### src/hdl/mts_pkg.sv
// ----------------------------------------------------------------------------
// mts_pkg
// Types, codes and defaults of the min-tracking stack.
// ----------------------------------------------------------------------------
package mts_pkg;

   localparam int DATA_W        = 32;
   localparam int COUNT_W       = 5;
   localparam int DEPTH_DEFAULT = 16;

   // operation codes
   localparam logic OP_PUSH = 1'b0;
   localparam logic OP_POP  = 1'b1;

   // status codes
   localparam logic [1:0] ST_OK        = 2'd0;
   localparam logic [1:0] ST_OVERFLOW  = 2'd1;
   localparam logic [1:0] ST_UNDERFLOW = 2'd2;

   typedef struct packed {
      logic                     operation;
      logic signed [DATA_W-1:0] value;
   } req_type;

   typedef struct packed {
      logic [1:0]               status;
      logic signed [DATA_W-1:0] popped_value;
      logic signed [DATA_W-1:0] top_value;
      logic signed [DATA_W-1:0] min_value;
      logic                     empty_res;
      logic [COUNT_W-1:0]       count;
   } rsp_type;

   // controller -> datapath
   typedef struct packed {
      logic accept;    // request word taken this cycle
      logic capture;   // RAM read data of a pop is valid
      logic load_rsp;  // load the result register
   } cmd_type;

   // datapath -> controller
   typedef struct packed {
      logic pop_ok;    // request is a pop on a non-empty stack
   } sts_type;

endpackage

### src/hdl/mts_ram.sv
// ----------------------------------------------------------------------------
// mts_ram
// Simple dual-port RAM, one write port, one read port with registered data.
// ----------------------------------------------------------------------------
module mts_ram #(
   parameter int WIDTH = mts_pkg::DATA_W,
   parameter int DEPTH = mts_pkg::DEPTH_DEFAULT,
   localparam int ADDR_W = (DEPTH > 1) ? $clog2(DEPTH) : 1
) (
   input  logic              clock,
   input  logic              wr_en,
   input  logic [ADDR_W-1:0] wr_addr,
   input  logic [WIDTH-1:0]  wr_data,
   input  logic [ADDR_W-1:0] rd_addr,
   output logic [WIDTH-1:0]  rd_data
);

   logic [WIDTH-1:0] mem_ff [DEPTH];
   logic [WIDTH-1:0] rd_data_ff;

   always_ff @(posedge clock) begin
      if (wr_en) begin
         mem_ff[wr_addr] <= wr_data;
      end
      rd_data_ff <= mem_ff[rd_addr];
   end

   assign rd_data = rd_data_ff;

endmodule

### src/hdl/mts_ctrl.sv
// ----------------------------------------------------------------------------
// mts_ctrl
// Handshake control: accepts request words, sequences pops, owns rsp valid.
// ----------------------------------------------------------------------------
module mts_ctrl (
   input  logic             clock,
   input  logic             reset,
   input  logic             req_valid,
   output logic             req_stall,
   output logic             rsp_valid,
   input  logic             rsp_stall,
   output mts_pkg::cmd_type cmd,
   input  mts_pkg::sts_type sts
);

   import mts_pkg::*;

   typedef enum logic [1:0] {
      S_IDLE = 2'b01,
      S_POP  = 2'b10
   } state_type;

   state_type state_ff, state_in;
   logic      rsp_valid_ff, rsp_valid_in;
   logic      accept;
   logic      rsp_free;

   // result register is empty, or its word leaves this cycle
   assign rsp_free  = !rsp_valid_ff || !rsp_stall;
   assign req_stall = (state_ff != S_IDLE) || !rsp_free;
   assign accept    = req_valid && !req_stall;

   assign cmd.accept   = accept;
   assign cmd.capture  = (state_ff == S_POP);
   assign cmd.load_rsp = (accept && !sts.pop_ok) || (state_ff == S_POP);

   always_comb begin
      state_in = state_ff;
      unique case (state_ff)
         S_IDLE: begin
            if (accept && sts.pop_ok) begin
               state_in = S_POP;
            end
         end
         S_POP: begin
            state_in = S_IDLE;
         end
         default: begin
            state_in = S_IDLE;
         end
      endcase
   end

   always_comb begin
      if (cmd.load_rsp) begin
         rsp_valid_in = 1'b1;
      end else if (rsp_valid_ff && !rsp_stall) begin
         rsp_valid_in = 1'b0;
      end else begin
         rsp_valid_in = rsp_valid_ff;
      end
   end

   always_ff @(posedge clock) begin
      if (reset) begin
         state_ff     <= S_IDLE;
         rsp_valid_ff <= 1'b0;
      end else begin
         state_ff     <= state_in;
         rsp_valid_ff <= rsp_valid_in;
      end
   end

   assign rsp_valid = rsp_valid_ff;

endmodule

### src/hdl/mts_dp.sv
// ----------------------------------------------------------------------------
// mts_dp
// Stack datapath: value and minimum RAMs, counts, cached top and minimum.
// ----------------------------------------------------------------------------
module mts_dp #(
   parameter int DEPTH = mts_pkg::DEPTH_DEFAULT
) (
   input  logic             clock,
   input  logic             reset,
   input  mts_pkg::req_type req_data,
   output mts_pkg::rsp_type rsp_data,
   input  mts_pkg::cmd_type cmd,
   output mts_pkg::sts_type sts
);

   import mts_pkg::*;

   localparam int ADDR_W = (DEPTH > 1) ? $clog2(DEPTH) : 1;
   localparam int CNT_W  = $clog2(DEPTH + 1);

   logic [CNT_W-1:0]         count_ff, count_in;
   logic [CNT_W-1:0]         min_count_ff, min_count_in;
   logic signed [DATA_W-1:0] top_ff, top_in;
   logic signed [DATA_W-1:0] min_ff, min_in;
   logic signed [DATA_W-1:0] popped_ff, popped_in;
   logic                     min_pop_ff, min_pop_in;
   rsp_type                  rsp_ff, rsp_in;

   logic                     count_zero, full, min_none, is_pop;
   logic                     push_ok, pop_go, to_min, min_wr, min_pop;
   logic [CNT_W-1:0]         count_inc, count_dec, v_rd_idx, m_rd_idx;
   logic signed [DATA_W-1:0] cur_top, cur_min;
   logic [DATA_W-1:0]        v_rd_data, m_rd_data;

   assign count_zero = (count_ff == '0);
   assign full       = (count_ff == CNT_W'(DEPTH));
   assign min_none   = count_zero || (min_count_ff == '0);
   assign cur_top    = count_zero ? '0 : top_ff;
   assign cur_min    = min_none ? '0 : min_ff;
   assign is_pop     = (req_data.operation == OP_POP);
   assign count_inc  = count_ff + CNT_W'(1);
   assign count_dec  = count_ff - CNT_W'(1);

   assign sts.pop_ok = is_pop && !count_zero;
   assign push_ok    = cmd.accept && !is_pop && !full;
   assign pop_go     = cmd.accept && sts.pop_ok;

   // ties go onto the minimum stack so duplicate minima survive pops
   assign to_min  = min_none || (req_data.value <= min_ff);
   assign min_wr  = push_ok && to_min && (min_count_ff < CNT_W'(DEPTH));
   assign min_pop = (min_count_ff != '0) && (top_ff == min_ff);

   // entries just below the current tops, read ahead for a pop
   assign v_rd_idx = count_ff - CNT_W'(2);
   assign m_rd_idx = min_count_ff - CNT_W'(2);

   mts_ram #(
      .WIDTH (DATA_W),
      .DEPTH (DEPTH)
   ) u_value_ram (
      .clock   (clock),
      .wr_en   (push_ok),
      .wr_addr (count_ff[ADDR_W-1:0]),
      .wr_data (req_data.value),
      .rd_addr (v_rd_idx[ADDR_W-1:0]),
      .rd_data (v_rd_data)
   );

   mts_ram #(
      .WIDTH (DATA_W),
      .DEPTH (DEPTH)
   ) u_min_ram (
      .clock   (clock),
      .wr_en   (min_wr),
      .wr_addr (min_count_ff[ADDR_W-1:0]),
      .wr_data (req_data.value),
      .rd_addr (m_rd_idx[ADDR_W-1:0]),
      .rd_data (m_rd_data)
   );

   always_comb begin
      count_in     = count_ff;
      min_count_in = min_count_ff;
      top_in       = top_ff;
      min_in       = min_ff;
      popped_in    = popped_ff;
      min_pop_in   = min_pop_ff;
      if (push_ok) begin
         count_in = count_inc;
         top_in   = req_data.value;
      end
      if (min_wr) begin
         min_count_in = min_count_ff + CNT_W'(1);
         min_in       = req_data.value;
      end
      if (pop_go) begin
         popped_in  = top_ff;
         min_pop_in = min_pop;
         count_in   = count_dec;
         if (count_dec == '0) begin
            min_count_in = '0;
         end else if (min_pop) begin
            min_count_in = min_count_ff - CNT_W'(1);
         end
      end
      if (cmd.capture) begin
         top_in = v_rd_data;
         if (min_pop_ff) begin
            min_in = m_rd_data;
         end
      end
   end

   always_comb begin
      rsp_in              = rsp_ff;
      rsp_in.popped_value = '0;
      if (cmd.capture) begin
         // count_ff already holds the post-pop count
         rsp_in.status       = ST_OK;
         rsp_in.popped_value = popped_ff;
         rsp_in.top_value    = count_zero ? '0 : v_rd_data;
         rsp_in.min_value    = min_none ? '0 : (min_pop_ff ? m_rd_data : min_ff);
         rsp_in.empty_res    = count_zero;
         rsp_in.count        = COUNT_W'(count_ff);
      end else if (is_pop) begin
         // only an underflow gets here
         rsp_in.status    = ST_UNDERFLOW;
         rsp_in.top_value = '0;
         rsp_in.min_value = '0;
         rsp_in.empty_res = 1'b1;
         rsp_in.count     = '0;
      end else if (full) begin
         rsp_in.status    = ST_OVERFLOW;
         rsp_in.top_value = cur_top;
         rsp_in.min_value = cur_min;
         rsp_in.empty_res = count_zero;
         rsp_in.count     = COUNT_W'(count_ff);
      end else begin
         rsp_in.status    = ST_OK;
         rsp_in.top_value = req_data.value;
         rsp_in.min_value = (to_min && (min_count_ff < CNT_W'(DEPTH))) ? req_data.value
                                                                       : cur_min;
         rsp_in.empty_res = 1'b0;
         rsp_in.count     = COUNT_W'(count_inc);
      end
   end

   always_ff @(posedge clock) begin
      if (reset) begin
         count_ff     <= '0;
         min_count_ff <= '0;
      end else begin
         count_ff     <= count_in;
         min_count_ff <= min_count_in;
      end
   end

   always_ff @(posedge clock) begin
      top_ff     <= top_in;
      min_ff     <= min_in;
      popped_ff  <= popped_in;
      min_pop_ff <= min_pop_in;
      if (cmd.load_rsp) begin
         rsp_ff <= rsp_in;
      end
   end

   assign rsp_data = rsp_ff;

endmodule

### src/hdl/min_tracking_stack.sv
// Push, overflow and underflow: the word is accepted and its result is registered at the end of the accepting cycle.
// Successful pop: the result is registered from S_POP, which waits on the registered read of the value and min RAMs.
// One word in flight; a new word is taken while the previous result is being drained.
// Reset (synchronous) clears the counts and handshake state; RAM contents are not cleared.
// ----------------------------------------------------------------------------
// min_tracking_stack
// Bounded LIFO of signed words with a shadow stack that tracks the minimum.
// ----------------------------------------------------------------------------
module min_tracking_stack #(
   parameter int DEPTH = mts_pkg::DEPTH_DEFAULT
) (
   input  logic             clock,
   input  logic             reset,
   input  logic             req_valid,
   output logic             req_stall,
   input  mts_pkg::req_type req_data,
   output logic             rsp_valid,
   input  logic             rsp_stall,
   output mts_pkg::rsp_type rsp_data
);

   import mts_pkg::*;

   // Controller decides when a word is taken and when the result register
   // loads; the datapath holds all stack state and builds the result word.
   cmd_type cmd;
   sts_type sts;

   mts_ctrl u_ctrl (
      .clock     (clock),
      .reset     (reset),
      .req_valid (req_valid),
      .req_stall (req_stall),
      .rsp_valid (rsp_valid),
      .rsp_stall (rsp_stall),
      .cmd       (cmd),
      .sts       (sts)
   );

   // Top and minimum are cached in registers so a push needs no RAM read;
   // a pop reads the entries below the tops in advance and refills them.
   mts_dp #(
      .DEPTH (DEPTH)
   ) u_dp (
      .clock    (clock),
      .reset    (reset),
      .req_data (req_data),
      .rsp_data (rsp_data),
      .cmd      (cmd),
      .sts      (sts)
   );

endmodule

### config.mk
export PLATFORM = sky130hd
export DESIGN_NAME = min_tracking_stack
export DESIGN_NICKNAME = d
export VERILOG_FILES = /design/src/hdl/mts_pkg.sv /design/src/hdl/mts_ram.sv /design/src/hdl/mts_ctrl.sv /design/src/hdl/mts_dp.sv /design/src/hdl/min_tracking_stack.sv
export SDC_FILE = /design/constraint.sdc
export NUM_CORES = 2
export LEC_CHECK = 0
export ABC_AREA = 1
export BUFFER_PORTS_ARGS = -buffer_cell sky130_fd_sc_hd__buf_2
export CORE_MARGIN = 10
export CORE_UTILIZATION = 31
export DETAILED_ROUTE_END_ITERATION = 8
export HOLD_SLACK_MARGIN = 0.03
export SYNTH_ARGS = -nofsm -noshare
export SYNTH_HDL_FRONTEND = slang
export SYNTH_SLANG_ARGS = --single-unit
### constraint.sdc
create_clock -name clock -period 15.6 [get_ports clock]
set_input_delay 0 -clock clock [delete_from_list [all_inputs] [get_ports clock]]
set_output_delay 0 -clock clock [all_outputs]
set_load 0.02 [all_outputs]
[After elaboration in Yosys (flattened, before gate mapping)]
Memories as Yosys holds them, arrays and structs flattened. A register that Yosys moved wholly into a read port is not among the register bits.
Cells that the tools add are included.
Widths: inputs -> output; s select.
Cells by class
  shifts and indexed selects: 0
  equality and inequality tests: 5
  $mul: 0
  reduce and logical (&&, ||, !) cells: 33
  magnitude comparators: 2
  divide/modulo/power cells: 0
  muxes and demuxes: 28
  bitwise operators: 1
  $add $sub $neg: 6
Operators with widths (number)
  $mux 32: 11
  $mux 70: 3
  $eq 32x32->1: 1
  $le 32x32->1: 1
  $mux 5: 6
  $logic_not 5->1: 3
  $logic_and 1x1->1: 11
  $add 5x1->5 const B: 2
  $sub 5x1->5 const B: 2
  $logic_not 1->1: 8
  $sub 4x2->4 const B: 2
  $mux 1: 7
  $reduce_bool 2->1: 3
  $eq 5x5->1 const B: 1
  $logic_or 1x1->1: 5
  $lt 5x5->1 const B: 1
  $reduce_bool 5->1: 1
  $reduce_or 2->1: 2
  $eq 2x1->1 const B: 1
  $eq 2x2->1 const B: 1
  $mux 2: 1
  $ne 2x1->1 const B: 1
  $not 1->1: 1
Storage, ports and cells
  latch bits: 0
  memory bits (writable): 1024
  word-level logic and storage cells: 92
  output and inout port bits: 106
  ROM bits: 0
  memories: 2
  register bits: 214
Memory list
  u_dp.u_min_ram.mem_ff: depth 16, bits a word 32, rd ports 1, clocked after Yosys merged registers in 1, wr ports 1, RTL line mts_ram.sv:18  | logic [WIDTH-1:0] mem_ff [DEPTH];
  u_dp.u_value_ram.mem_ff: depth 16, bits a word 32, rd ports 1, clocked after Yosys merged registers in 1, wr ports 1, RTL line mts_ram.sv:18

[Depth between registers and ports, before layout]
  depth after elaboration: 14
  gate-level depth with buffers: 23
  depth with buffers taken out: 21

[Modules after synthesis]
From an unflattened synthesis, not the netlist that was laid out.
Unflattened totals
  cells, all modules: 5557
  area, all modules: 57028.4 um^2
Modules (own cells, without submodules)
  mts_ram: times used 2, area each 22730.6 um^2, cells an instance 2120
  mts_dp: times used 1, area each 11398.4 um^2, cells an instance 1295
  mts_ctrl: times used 1, area each 168.9 um^2, cells an instance 22

[Least setup slack after synthesis]
No wires, ideal clock.
  path kind: register to register
  from: register u_dp.count_ff[0]
  to: memory u_dp.u_min_ram.mem_ff[3][0] (netlist bit), enable pin
  setup slack: 10.677 ns
  period minus slack after synthesis: 4.923 ns
  required time: 15.139 ns
  arrival time: 4.462 ns
  stages on the path, launching flop included: 12
  cells stage by stage: dfxtp_1 buf_2 clkinv_1 clkbuf_1 clkbuf_1 ha_1 nand2_1 nor2_1 nor3_4 nand3_2 buf_2 nor3_1
Between the ends
  longest elaborated chain between the ends: 7
Ends and longest elaborated chain
  from (decl): RTL line mts_dp.sv:21  | logic [CNT_W-1:0] count_ff, count_in;
  from (signal assigned): RTL line mts_dp.sv:153  | count_ff <= count_in;
  $eq 5x5->1 or $logic_not 5->1 (tied branches): RTL line mts_dp.sv:36, mts_dp.sv:35
  $logic_not 1->1 or $logic_or 1x1->1 (tied branches): RTL line mts_dp.sv:45, mts_dp.sv:37
  $logic_and 1x1->1 or $logic_or 1x1->1 (tied branches): RTL line mts_dp.sv:45, mts_dp.sv:49
  $logic_and 1x1->1 * (2 in a row): RTL line mts_dp.sv:50  | assign min_wr = push_ok && to_min && (min_count_ff < CNT_W'(DEPTH));
  $mux 1 *: RTL line mts_ram.sv:22  | if (wr_en) begin
  $mux 1 (implied by the code) *: RTL line mts_ram.sv:23  | mem_ff[wr_addr] <= wr_data;
  to (decl): RTL line mts_ram.sv:18
Every way passes the cells marked *; elsewhere a longest branch is shown, timed or not.

[Worst setup path after layout]
  from: register u_dp.min_count_ff[0]
  to: memory u_dp.u_min_ram.mem_ff[5][21] (netlist bit), enable pin
Between the ends
  longest elaborated chain between the ends: 7
Ends and longest elaborated chain
  from (decl): RTL line mts_dp.sv:22  | logic [CNT_W-1:0] min_count_ff, min_count_in;
  from (signal assigned): RTL line mts_dp.sv:154  | min_count_ff <= min_count_in;
  branches (longest 7 deep; another with $lt 5x5->1)
Several ways; the timed one is not identified.

==> impl_metrics.py <==
metrics = {
    "sta": {
        "rsz0062_at_grt": "no",
        "post-route-period-util": 0.316,
        "slew_violations": 0,
        "setup_violations": 0,
        "final_hold_viol_count": 0,
        "skew_ns": 0.0434,
        "tightest_slew_ns": 1.49,
        "slew_headroom": 0.00436,
        "tns_ns": 0,
        "fin_worst_hold_slack_ns": 0.0695,
        "timing.fmax_mhz": 203,
        "min_period_ns": 4.94,
        "postLayoutSetupSlackWorst_ns": 10.66,
    },
    "drt": {
        "wire_per_inst_um": 23.2,
        "drt_iter0_drc": 3940,
        "vias": 33700,
        "viasPerCell": 5.18,
        "drt-total-wl_um": 151000,
        "first_pass_iters": 6,
        "ant_nets": 0,
        "drc": 0,
    },
    "power": {
        "switching_share": 0.297,
        "power_switching_mw": 2.66,
        "combPwrFrac": 0.182,
        "vdd_drop_max_mv": 0.0948,
        "clkPwrFrac": 0.342,
        "leakage_nw": 20.2,
        "sequentialPowerShare": 0.476,
        "powerDensity_nw_per_um2": 150,
        "p_int_mw": 6.31,
    },
    "clock_network": {
        "clkSinkCount": 1302,
        "cts_setup_buffers": 0,
        "h-tree-depth": 3,
        "cts_tree": "built",
        "numCtsBuffers": 119,
        "insertion_delay_ns": 0.77,
        "cts_resized": 0,
        "clock-root-buffer": "clkbuf_16",
        "clock_path_buffers": 3,
        "clkTransAtPathRegs_ns": 0.07,
    },
    "yosys": {
        "async_flop_share": 0,
        "ys_top_cells_by_count": "edfxtp_1 (1193), nor2_1 (601), o21ai_0 (574)",
        "seq_area_frac_synth": 0.732,
        "synth_top_area_cell": "edfxtp_1",
        "netlist_area_sq_um": 51900,
        "synthFlopType": "edfxtp_1",
        "yosysWarnings": 0,
        "synth.top_cell.area_share": 0.690,
        "yosysMostFrequentCell": "edfxtp_1",
        "syn_nets": 4153,
        "synth_area_leaders": "edfxtp_1 (69%), o21ai_0 (5.5%), nor2_1 (4.3%)",
        "synth-seq-cells": 1302,
        "ys_types": 35,
        "syn_avg_cell_area_sq_um": 12.8,
        "synth_edf_count": 1193,
        "synthCells": 4068,
    },
    "place": {
        "dp_hpwl_um": 85900,
        "dp_slack_ns": 10.76,
        "gp_congestion": 0.841,
        "dp_cells": 6241,
        "io_buffers": 142,
    },
    "floorplan": {
        "start_util": 0.311,
        "pin_count": 143,
        "die_area_sq_um": 184000,
        "die_w_um": 429,
        "die_h_um": 429,
        "core_region_area_sq_um": 167000,
        "rows": 150,
    },
    "worst_setup_path": {
        "cp.arrival_ns": 5.31,
        "crit_type": "reg2reg",
        "crit_path_end_kind": "flip-flop",
        "start_kind": "flip-flop",
        "cp.required_ns": 15.97,
        "path_max_fanout": 101,
    },
    "final_layout": {
        "regArea_sq_um": 38000,
        "nFillCells": 15800,
        "stdcell_count": 6508,
        "layout.nets": 4278,
        "syn_to_final_growth_pct": 15.4,
        "drive_gt1_frac": 0.120,
        "multi_input_area_sq_um": 12400,
    },
    "global_routing": {
        "first_global_vias": 32400,
        "track_usage": 0.157,
        "grt_pass1_wl_um": 220000,
        "antenna_found_initial": 14,
        "grt_max_degree": 254,
        "grt_overflow_total": 0,
    },
    "hold_path": {
        "hp-class": "in2reg",
    },
    "run_status": {
        "outcome": "complete, no violations",
    },
    "run": {
        "drv_cap": 0,
    },
}
==> per-layer routing <==
metal / GRT usage / vias up / wire, um
li1: - / 15300 / -
met1: 0.205 / 16800 / 61700
met2: 0.253 / 1393 / 70900
met3: 0.0280 / 274 / 11500
met4: 0.0724 / 14 / 6880
met5: 0 / - / 169
==> power by group through the flow <==
stage               Clock, mW  Combinational, mW  Sequential, mW
CTS                      3.11               1.62            4.27
detailed placement          0               1.61            4.34
global placement            0               1.59            4.34
floorplan                   0              0.959            4.32
finish                   3.07               1.63            4.27
global route             3.25               1.79            4.29
==> layout by cell type, fill, tap and decap left out, types with 7 or more instances in the layout <==
cell	instances
xnor2_1	11
nand3_1	154
o221ai_1	207
bufinv_16	18
dlygate4sd3_1	35
dfxtp_1	105
o21ai_0	574
clkbuf_16	123
ha_1	47
inv_1	172
xor2_1	24
o22ai_1	61
buf_2	142
nand2_1	376
clkinv_2	19
or2_2	32
clkinv_1	18
o211ai_1	145
nor2_1	571
edfxtp_1	1193
a21oi_1	21
clkinvlp_4	7
buf_4	97
nor2_4	29
o21ai_1	15
clkbuf_1	29
==> final cells by class <==
type | instances | area share
antenna | 6 | 0.000251
clock buffer | 158 | 0.0546
inverter | 184 | 0.0117
clock inverter | 68 | 0.0147
multi-input combinational | 2310 | 0.208
tap | 2204 | 0.0460
sequential | 1302 | 0.634
timing repair buffer | 276 | 0.0305
==> state kept, by name (all words and copies together) (netlist names), 32 cells and up <==
register	flops
u_dp.min_ff	32
u_dp.popped_ff	32
u_dp.rsp_data	104
u_dp.top_ff	32
u_dp.u_min_ram.mem_ff	512
u_dp.u_min_ram.rd_data	32
u_dp.u_value_ram.mem_ff	512
u_dp.u_value_ram.rd_data	32
==> worst paths after layout <==
| check | depth (start not counted) | startpoint | end | slack (ns) |
|---|---|---|---|---|
| setup reg to reg | 12 | u_dp.min_count_ff[0]$_SDFF_PP0_ | u_dp.u_min_ram.mem_ff[5][21]$_DFFE_PP_ | 10.66 |
| hold reg to reg | 0 | u_dp.top_ff[28]$_DFFE_PP_ | u_dp.popped_ff[28]$_DFFE_PP_ | 0.50 |
| setup / recovery | 12 | u_dp.min_count_ff[0]$_SDFF_PP0_ | u_dp.u_min_ram.mem_ff[5][21]$_DFFE_PP_ | 10.66 |
| hold / removal | 5 | req_valid | u_dp.count_ff[1]$_SDFFE_PP0P_ | 0.07 |
==> worst max-delay path, cell delays in order, from the launching register on <==
cell	delay [ns]
dfxtp_4	0.50
inv_6	0.63
ha_1	0.29
nand3_1	0.14
nand2_1	0.10
buf_4	0.37
a21oi_1	0.11
nand3_2	0.13
nand3_2	0.08
inv_2	0.65
nand2_1	0.45
nor2_4	0.50
buf_4	0.51
==> stage by stage <==
stage	utilization	area (sq um)	total power, mW
after floorplan	-	51900	5.28
final	0.359	59900	8.97
after detailed placement	0.332	55400	5.95
after global placement	0.332	55400	5.93
after global routing	0.359	59900	9.32
after CTS	0.359	59900	9.01
==> kinds of logic after synthesis <==
logic type,Yosys count,synth area share
flip-flops,1302,0.732
AO/OA/AOI/OAI,1031,0.123
buffers and inverters,456,0.0339
AND/OR/NAND/NOR,1195,0.0934
XOR/XNOR,36,0.00607
adder cells (fa/ha/maj),48,0.0116
==> timing repair <==
item,CTS,global route
endpoints found under the setup margin,0,0
hold buffers,35,0
endpoints found under the hold margin,1102,0
Power figures use the tool's default switching activity.
